==> config.mk <==
export PLATFORM = sky130hd
export DESIGN_NAME = stepper_pulse_gen_ramped
export DESIGN_NICKNAME = d
export VERILOG_FILES = /design/src/rtl/spg_pkg.sv /design/src/rtl/spg_div.sv /design/src/rtl/stepper_pulse_gen_ramped.sv
export VERILOG_INCLUDE_DIRS = /design/src /design/src/rtl
export SDC_FILE = /design/constraint.sdc
export NUM_CORES = 1
export LEC_CHECK = 0
export ABC_AREA = 1
export BUFFER_PORTS_ARGS = -buffer_cell sky130_fd_sc_hd__buf_4
export CORE_ASPECT_RATIO = 1.4
export CORE_MARGIN = 2
export CORE_UTILIZATION = 25
export DETAILED_ROUTE_END_ITERATION = 7
export GPL_TIMING_DRIVEN = 0
export PLACE_DENSITY_LB_ADDON = 0.25
export SLEW_MARGIN = 30
export SYNTH_ARGS = -nofsm -noshare
export SYNTH_HDL_FRONTEND = slang
export SYNTH_HIERARCHICAL = 1
export SYNTH_SLANG_ARGS = --single-unit
==> constraint.sdc <==
create_clock -name clk_i -period 6.1 [get_ports clk_i]
set_input_delay 1.22 -clock clk_i [delete_from_list [all_inputs] [get_ports clk_i]]
set_output_delay 1.22 -clock clk_i [all_outputs]
set_load 0.02 [all_outputs]
==> src/rtl/stepper_pulse_gen_ramped_macros.svh <==
// ----------------------------------------------------------------------------
// stepper_pulse_gen_ramped_macros
// Assertion helpers for the step/direction generator.
// ----------------------------------------------------------------------------
`ifndef STEPPER_PULSE_GEN_RAMPED_MACROS_SVH
`define STEPPER_PULSE_GEN_RAMPED_MACROS_SVH

// same-cycle implication, sampled on clk_i, off during reset
`define SPG_ASSERT_IMP(lbl, ante, cons, msg) \
  lbl: assert property (@(posedge clk_i) disable iff (!rst_ni) (ante) |-> (cons)) \
    else $error(msg);

// next-cycle implication, sampled on clk_i, off during reset
`define SPG_ASSERT_NXT(lbl, ante, cons, msg) \
  lbl: assert property (@(posedge clk_i) disable iff (!rst_ni) (ante) |=> (cons)) \
    else $error(msg);

`endif

==> src/rtl/spg_pkg.sv <==
// ----------------------------------------------------------------------------
// spg_pkg
// Shared widths, constants and divider handshake types for the step generator.
// ----------------------------------------------------------------------------
package spg_pkg;

  // field and register widths
  localparam int IntvW  = 19;
  localparam int CfgW   = 16;
  localparam int SpeedW = 13;
  localparam int MagW   = 12;
  localparam int AddrW  = 3;

  // step period numerator: 60 s * 1e6 us / (200 steps * 16 usteps) * 16
  localparam logic [IntvW-1:0] StepDividend = 19'd300000;
  localparam int               DivSteps     = IntvW;

  // register indexes
  localparam logic [AddrW-1:0] CfgMinInterval = 3'd0;
  localparam logic [AddrW-1:0] CfgPulseWidth  = 3'd1;
  localparam logic [AddrW-1:0] CfgDirSetup    = 3'd2;
  localparam logic [AddrW-1:0] CfgIdlePeriod  = 3'd3;
  localparam logic [AddrW-1:0] CfgMaxSpeed    = 3'd4;

  // register reset values
  localparam logic [CfgW-1:0]  RstMinInterval = 16'd1800;
  localparam logic [CfgW-1:0]  RstPulseWidth  = 16'd80;
  localparam logic [CfgW-1:0]  RstDirSetup    = 16'd120;
  localparam logic [CfgW-1:0]  RstIdlePeriod  = 16'd1000;
  localparam logic [MagW-1:0]  RstMaxSpeed    = 12'd1280;
  localparam logic [IntvW-1:0] RstInterval    = 19'd1000;

  // divider request and response
  typedef struct packed {
    logic            start;
    logic [MagW-1:0] divisor;
  } div_req_t;

  typedef struct packed {
    logic             done;
    logic [IntvW-1:0] quot;
  } div_rsp_t;

endpackage

==> src/rtl/spg_div.sv <==
// ----------------------------------------------------------------------------
// spg_div
// Restoring divider: constant step dividend over a 12-bit speed, one bit/cycle.
// ----------------------------------------------------------------------------
module spg_div (
  input  logic              clk_i,
  input  logic              rst_ni,
  input  spg_pkg::div_req_t req_i,
  output spg_pkg::div_rsp_t rsp_o
);
  import spg_pkg::*;

  localparam int CntW = $clog2(DivSteps);

  logic             busy_q, busy_d;
  logic             done_q, done_d;
  logic [CntW-1:0]  cnt_q, cnt_d;
  logic [MagW-1:0]  dvsr_q, dvsr_d;
  logic [MagW-1:0]  rem_q, rem_d;
  logic [IntvW-1:0] quo_q, quo_d;
  logic [MagW:0]    trial;
  logic [MagW:0]    diff;
  logic             ge;

  // one shared subtract/compare per cycle
  assign trial = {rem_q, quo_q[IntvW-1]};
  assign diff  = trial - {1'b0, dvsr_q};
  assign ge    = trial >= {1'b0, dvsr_q};

  // step sequencing
  always_comb begin
    busy_d = busy_q;
    done_d = 1'b0;
    cnt_d  = cnt_q;
    dvsr_d = dvsr_q;
    rem_d  = rem_q;
    quo_d  = quo_q;
    if (req_i.start) begin
      busy_d = 1'b1;
      cnt_d  = '0;
      dvsr_d = req_i.divisor;
      rem_d  = '0;
      quo_d  = StepDividend;
    end else if (busy_q) begin
      rem_d = ge ? diff[MagW-1:0] : trial[MagW-1:0];
      quo_d = {quo_q[IntvW-2:0], ge};
      cnt_d = cnt_q + 1'b1;
      if (cnt_q == CntW'(DivSteps - 1)) begin
        busy_d = 1'b0;
        done_d = 1'b1;
      end
    end
  end

  // control state
  always_ff @(posedge clk_i or negedge rst_ni) begin
    if (!rst_ni) begin
      busy_q <= 1'b0;
      done_q <= 1'b0;
      cnt_q  <= '0;
    end else begin
      busy_q <= busy_d;
      done_q <= done_d;
      cnt_q  <= cnt_d;
    end
  end

  // datapath
  always_ff @(posedge clk_i) begin
    dvsr_q <= dvsr_d;
    rem_q  <= rem_d;
    quo_q  <= quo_d;
  end

  assign rsp_o.done = done_q;
  assign rsp_o.quot = quo_q;

endmodule

==> src/rtl/stepper_pulse_gen_ramped.sv <==
// ----------------------------------------------------------------------------
// stepper_pulse_gen_ramped
// Step/direction pulse generator with a one-microsecond-per-step speed ramp.
// ----------------------------------------------------------------------------
// Alarm: StExec, then StLow if it ends a step pulse, then StEmit; stop: StExec,
// then StEmit. A nonzero speed command gives no result and holds the block in
// StDiv until the 19-step divider is done. Input is taken again after the result
// moves to the output register, so no new item is taken before the last is done.
// Reset (async, active low) loads register defaults, stops the motor and
// empties the output register.
// ----------------------------------------------------------------------------
`include "stepper_pulse_gen_ramped_macros.svh"

module stepper_pulse_gen_ramped (
  input  logic                         clk_i,
  input  logic                         rst_ni,
  // configuration write port
  input  logic                         cfg_we_i,
  input  logic [spg_pkg::AddrW-1:0]    cfg_addr_i,
  input  logic [spg_pkg::CfgW-1:0]     cfg_wdata_i,
  // input stream
  input  logic                         s_axis_tvalid,
  output logic                         s_axis_tready,
  input  logic [15:0]                  s_axis_tdata,   // [12:0] speed_cmd, [15:13] zero
  input  logic                         s_axis_tuser,   // [0] kind
  // output stream
  output logic                         m_axis_tvalid,
  input  logic                         m_axis_tready,
  output logic [23:0]                  m_axis_tdata    // [0] step_level, [1] dir_level,
                                                       // [20:2] next_delay_us, [23:21] zero
);
  import spg_pkg::*;

  localparam logic [2:0] StIdle = 3'd0;
  localparam logic [2:0] StExec = 3'd1;
  localparam logic [2:0] StLow  = 3'd2;
  localparam logic [2:0] StDiv  = 3'd3;
  localparam logic [2:0] StEmit = 3'd4;

  // configuration registers
  logic [CfgW-1:0] min_q, pw_q, setup_q, idle_q;
  logic [MagW-1:0] maxspd_q;

  // control state
  logic [2:0]       state_q, state_d;
  logic             running_q, running_d;
  logic             pulse_q, pulse_d;
  logic             cw_q, cw_d;
  logic             gap_q, gap_d;
  logic             dpin_q, dpin_d;
  logic [IntvW-1:0] cur_q, cur_d;
  logic [IntvW-1:0] tgt_q, tgt_d;
  logic             m_valid_q, m_valid_d;

  // item and result holding
  logic              kind_q;
  logic [SpeedW-1:0] speed_q;
  logic              res_step_q, res_step_d;
  logic              res_dir_q, res_dir_d;
  logic [IntvW-1:0]  res_dly_q, res_dly_d;
  logic [23:0]       m_data_q, m_data_d;

  // command decode
  logic              cmd_cw;
  logic [SpeedW-1:0] mag_raw;
  logic [MagW-1:0]   mag;
  logic [IntvW-1:0]  min_ext, pw_ext;
  logic [IntvW-1:0]  cur_step;

  div_req_t div_req;
  div_rsp_t div_rsp;

  assign min_ext = {{(IntvW-CfgW){1'b0}}, min_q};
  assign pw_ext  = {{(IntvW-CfgW){1'b0}}, pw_q};

  // magnitude of the command, clamped to 1..max_speed
  assign cmd_cw  = ~speed_q[SpeedW-1];
  assign mag_raw = cmd_cw ? speed_q : (~speed_q + 1'b1);
  always_comb begin
    if (mag_raw > {1'b0, maxspd_q}) begin
      mag = maxspd_q;
    end else begin
      mag = mag_raw[MagW-1:0];
    end
    if (mag == '0) begin
      mag = MagW'(1);
    end
  end

  // one-microsecond ramp toward target
  assign cur_step = (cur_q < tgt_q) ? cur_q + 1'b1 : cur_q - 1'b1;

  assign div_req.start   = (state_q == StExec) && kind_q && (speed_q != '0);
  assign div_req.divisor = mag;

  spg_div u_div (
    .clk_i  (clk_i),
    .rst_ni (rst_ni),
    .req_i  (div_req),
    .rsp_o  (div_rsp)
  );

  // sequencer
  always_comb begin
    state_d    = state_q;
    running_d  = running_q;
    pulse_d    = pulse_q;
    cw_d       = cw_q;
    gap_d      = gap_q;
    dpin_d     = dpin_q;
    cur_d      = cur_q;
    tgt_d      = tgt_q;
    res_step_d = res_step_q;
    res_dir_d  = res_dir_q;
    res_dly_d  = res_dly_q;
    m_valid_d  = m_valid_q & ~m_axis_tready;
    m_data_d   = m_data_q;
    case (state_q)
      StIdle: begin
        if (s_axis_tvalid) begin
          state_d = StExec;
        end
      end
      StExec: begin
        if (!kind_q) begin
          if (!running_q) begin
            res_step_d = 1'b0;
            res_dir_d  = dpin_q;
            res_dly_d  = {{(IntvW-CfgW){1'b0}}, idle_q};
            state_d    = StEmit;
          end else if (!pulse_q) begin
            dpin_d    = cw_q;
            res_dir_d = cw_q;
            if (gap_q) begin
              gap_d      = 1'b0;
              res_step_d = 1'b0;
              res_dly_d  = {{(IntvW-CfgW){1'b0}}, setup_q};
            end else begin
              pulse_d    = 1'b1;
              res_step_d = 1'b1;
              res_dly_d  = pw_ext;
            end
            state_d = StEmit;
          end else begin
            pulse_d = 1'b0;
            if (cur_q != tgt_q) begin
              cur_d = (cur_step < min_ext) ? min_ext : cur_step;
            end
            state_d = StLow;
          end
        end else if (speed_q == '0) begin
          // stop command
          running_d  = 1'b0;
          pulse_d    = 1'b0;
          cur_d      = {{(IntvW-CfgW){1'b0}}, idle_q};
          tgt_d      = {{(IntvW-CfgW){1'b0}}, idle_q};
          res_step_d = 1'b0;
          res_dir_d  = dpin_q;
          res_dly_d  = {{(IntvW-CfgW){1'b0}}, idle_q};
          state_d    = StEmit;
        end else begin
          if (cw_q != cmd_cw) begin
            cw_d  = cmd_cw;
            gap_d = 1'b1;
          end
          state_d = StDiv;
        end
      end
      StLow: begin
        res_step_d = 1'b0;
        res_dir_d  = dpin_q;
        res_dly_d  = (cur_q > pw_ext) ? cur_q - pw_ext : min_ext;
        state_d    = StEmit;
      end
      StDiv: begin
        if (div_rsp.done) begin
          tgt_d     = (div_rsp.quot < min_ext) ? min_ext : div_rsp.quot;
          running_d = 1'b1;
          state_d   = StIdle;
        end
      end
      StEmit: begin
        if (!m_valid_q || m_axis_tready) begin
          m_valid_d = 1'b1;
          m_data_d  = {3'b000, res_dly_q, res_dir_q, res_step_q};
          state_d   = StIdle;
        end
      end
      default: begin
        state_d = StIdle;
      end
    endcase
  end

  // control and configuration registers
  always_ff @(posedge clk_i or negedge rst_ni) begin
    if (!rst_ni) begin
      state_q   <= StIdle;
      running_q <= 1'b0;
      pulse_q   <= 1'b0;
      cw_q      <= 1'b1;
      gap_q     <= 1'b0;
      dpin_q    <= 1'b0;
      cur_q     <= RstInterval;
      tgt_q     <= RstInterval;
      m_valid_q <= 1'b0;
      min_q     <= RstMinInterval;
      pw_q      <= RstPulseWidth;
      setup_q   <= RstDirSetup;
      idle_q    <= RstIdlePeriod;
      maxspd_q  <= RstMaxSpeed;
    end else begin
      state_q   <= state_d;
      running_q <= running_d;
      pulse_q   <= pulse_d;
      cw_q      <= cw_d;
      gap_q     <= gap_d;
      dpin_q    <= dpin_d;
      cur_q     <= cur_d;
      tgt_q     <= tgt_d;
      m_valid_q <= m_valid_d;
      if (cfg_we_i) begin
        case (cfg_addr_i)
          CfgMinInterval: min_q    <= cfg_wdata_i;
          CfgPulseWidth:  pw_q     <= cfg_wdata_i;
          CfgDirSetup:    setup_q  <= cfg_wdata_i;
          CfgIdlePeriod:  idle_q   <= cfg_wdata_i;
          CfgMaxSpeed:    maxspd_q <= cfg_wdata_i[MagW-1:0];
          default: begin
          end
        endcase
      end
    end
  end

  // payload registers
  always_ff @(posedge clk_i) begin
    if (s_axis_tvalid && s_axis_tready) begin
      kind_q  <= s_axis_tuser;
      speed_q <= s_axis_tdata[SpeedW-1:0];
    end
    res_step_q <= res_step_d;
    res_dir_q  <= res_dir_d;
    res_dly_q  <= res_dly_d;
    m_data_q   <= m_data_d;
  end

  assign s_axis_tready = (state_q == StIdle);
  assign m_axis_tvalid = m_valid_q;
  assign m_axis_tdata  = m_data_q;

  // checks
  `SPG_ASSERT_IMP(a_pulse_needs_run, !running_q, !pulse_q,
                  "step pulse high while stopped")
  `SPG_ASSERT_IMP(a_div_done_in_div, div_rsp.done, state_q == StDiv,
                  "divider finished outside divide state")
  `SPG_ASSERT_NXT(a_target_floor, (state_q == StDiv) && div_rsp.done,
                  tgt_q >= {{(IntvW-CfgW){1'b0}}, $past(min_q)},
                  "target interval below minimum after command")

endmodule
==> results.txt <==
clk_lat worst skew -> 0.56 ns
All-Layer GR Usage -> 0.157
Post-Route WL -> 47500 um
CP endpoint kind -> flip-flop
synthesized area -> 14500 sq um
syn_area_per_cell -> 7.88 sq um
flop-to-flop setup slack -> 0.66 ns
gpl congestion -> 0.910
worst relative slew slack -> 0.334
min-delay src -> res_dly_q[8]$_DFFE_PP_
most numerous cell in the Yosys netlist -> nand2_1
status -> finished clean
CTS Root Buffer Type -> clkbuf_16
via count -> 12600
largest net degree at the start of global routing -> 76
CTS max path bufs -> 3
Post-Synthesis Cells -> 1845
post-synthesis sequential area ratio -> 0.410
port bufs -> 60
post-CTS sizing -> 0
post-DP HPWL -> 38200 um
Fillers -> 6249
Chip Height -> 289 um
share of layout cells above drive strength 1 -> 0.130
Diodes inserted -> 0
global-route wire length before repair -> 72900 um
period utilization -> 0.891
worst slew pin tran -> 0.993 ns
critical path launch point type -> flip-flop
M1 WL -> 20100 um
maxcap violations -> 0
Post-CTS Setup Repair Bufs -> 0
Max Clk Rate -> 184 MHz
max incr delay on CP -> 0.60 ns
critical-path maximum fanout -> 20
final net count -> 2092
RR Endpoint -> cur_q[3]$_DFFE_PN1P_
final instance area -> 16900 sq um
post-route ant nets -> 0
Yosys reg bits -> 229
hold depth -> 0
total gr overflow -> 0
Cell Area, Placed -> 16100 sq um
Crit path top cell by count -> nand2_1
Critical Path RT -> 6.57 ns
post-synth top area cell -> dfrtp_1
Worst R2R Path Depth -> 28
Ys Warns -> 6
Hold EP -> m_axis_tdata[10]$_DFFE_PP_
Area Growth Syn to Fin -> 16.0%
ys flop type -> dfrtp_1
Ports -> 67
CTS Hold Bufs -> 0
CP max stage cell -> dfrtp_1
initial antenna violation count -> 0
Final Max Tran Viols -> 0
Die W -> 208 um
Synth top area share -> 0.170
Iteration-0 DRC Markers -> 702
async set or reset register ratio after synthesis -> 0.568
EDFF count, synth -> 68
WL met2 -> 23500 um
Fin Clk Skew -> 0.0268 ns
final number of setup-violating endpoints -> 0
Final Util -> 0.293
Hold Fails Final Rpt -> 0
WS Path Type -> flip-flop to flip-flop
reg2reg start -> cur_q[12]$_DFFE_PN0P_
drt first pass iters -> 5
RSZ-0062 raised after global routing -> false
library cells used by synthesis -> 61
TritonCTS buffer count -> 25
WL/cell -> 17.6 um
num rows -> 104
Initial Util -> 0.253
synth top area cells -> dfrtp_1 17%, edfxtp_1 14%, nand2_1 11%
clock slew at reported path FFs -> 0.08 ns
via/cell ratio -> 4.66
Period minus WS final -> 5.44 ns
H-tree depth -> 1
total negative setup slack -> 0 ns
CTS Sinks -> 229
CTS tree -> yes
Top Metal Used -> met4
met3 wire length -> 1460 um
Crit path arrival time -> 5.90 ns
Core ar. -> 57500 sq um
top cells by count, synth -> 445 x nand2_1, 272 x inv_1, 168 x o21ai_0, 112 x nor2_1, 109 x ha_1
vias in the first global route -> 12600
drt drc -> 0
Hold Path Class -> flip-flop to flip-flop
Die ar. -> 60100 sq um
-- flip-flops by register name, summed over array words and instances, names as in the netlist, 5 cells and up --
signal	count
u_div/dvsr_q	12
u_div/cnt_q	5
u_div/rem_q	12
idle_q	16
pw_q	16
speed_q	13
u_div/quo_q	19
setup_q	16
cur_q	19
tgt_q	19
maxspd_q	12
m_axis_tdata	21
min_q	16
res_dly_q	19
-- per-layer routing --
layer,track usage,vias to the layer above
met5,0,-
met4,0.0787,0
met3,0.0112,86
met2,0.284,248
met1,0.187,5987
li1,-,6262
-- worst max-delay path by stage --
stage,start,end,slack [ns],depth (start not counted)
3_3_place_gp,cur_q[16]$_DFFE_PN0P_,cur_q[3]$_DFFE_PN1P_,0.71,28
4_1_cts,cur_q[16]$_DFFE_PN0P_,cur_q[3]$_DFFE_PN1P_,0.60,28
2_1_floorplan,tgt_q[6]$_DFFE_PN1P_,cur_q[14]$_DFFE_PN0P_,1.85,34
3_5_place_dp,cur_q[14]$_DFFE_PN0P_,cur_q[3]$_DFFE_PN1P_,0.66,28
6_report,cur_q[12]$_DFFE_PN0P_,cur_q[3]$_DFFE_PN1P_,0.66,28
5_1_grt,cur_q[12]$_DFFE_PN0P_,cur_q[3]$_DFFE_PN1P_,0.27,31
-- stage by stage --
step                      hold WS, ns  instances  setup slack [ns]
final                           0.410       2699             0.663
after global routing            0.426       2699             0.271
after CTS                       0.415       2699             0.599
after detailed placement        0.408       2654             0.657
after global placement          0.406       2649             0.712
after floorplan                 0.400       1847              1.85
-- critical path, delay by kind of cell (launching register included) --
family,cells,cell delay [ns]
AO/OA/AOI/OAI,6,1.26
AND/OR/NAND/NOR,15,1.77
buffers and inverters,3,0.31
adder cells (fa/ha/maj),3,1.16
flip-flops,1,0.60
XOR/XNOR,1,0.25
-- logic make-up (layout without fill, tap and decap cells) --
group | Yosys count | in the layout | share of synthesized area
AO/OA/AOI/OAI | 381 | 381 | 0.149
XOR/XNOR | 41 | 41 | 0.0252
adder cells (fa/ha/maj) | 112 | 112 | 0.0979
buffers and inverters | 342 | 452 | 0.0954
flip-flops | 229 | 229 | 0.410
other | 1 | 3 | 0.000258
AND/OR/NAND/NOR | 739 | 739 | 0.223
-- placed cells by master (no fill, tap or decap), types with 4 or more instances in the layout --
cell,count
clkinv_2,5
buf_2,12
o211ai_1,30
dfrtp_1,99
clkbuf_1,36
a21oi_1,84
dfxtp_1,31
nand3_2,9
nor2_1,109
inv_1,272
buf_4,65
a22oi_1,8
o22ai_1,12
nand2_2,21
nor2_2,15
nand2_1,445
nand3_1,73
ha_1,109
clkbuf_8,4
or2_2,5
dfstp_2,31
nor2_4,6
inv_2,11
nor3_1,13
xor2_1,28
o21ai_2,10
nand4_1,27
buf_6,7
o21ai_1,26
clkbuf_16,26
a31oi_1,20
edfxtp_1,68
xnor2_1,12
o21ai_0,168
-- area by class of cell --
cell class | instances | area (sq um) | area share
clock buffer | 35 | 728 | 0.0432
buffer | 58 | 320 | 0.0190
sequential | 229 | 5950 | 0.353
timing repair buffer | 65 | 556 | 0.0329
tap | 742 | 928 | 0.0550
multi-input combinational | 1276 | 7230 | 0.429
inverter | 284 | 1070 | 0.0632
clock inverter | 10 | 87.6 | 0.00519
Power is left out: the tool's default activity adds up to more than one toggle a clock period on the data nets, which glitch-free logic cannot reach.
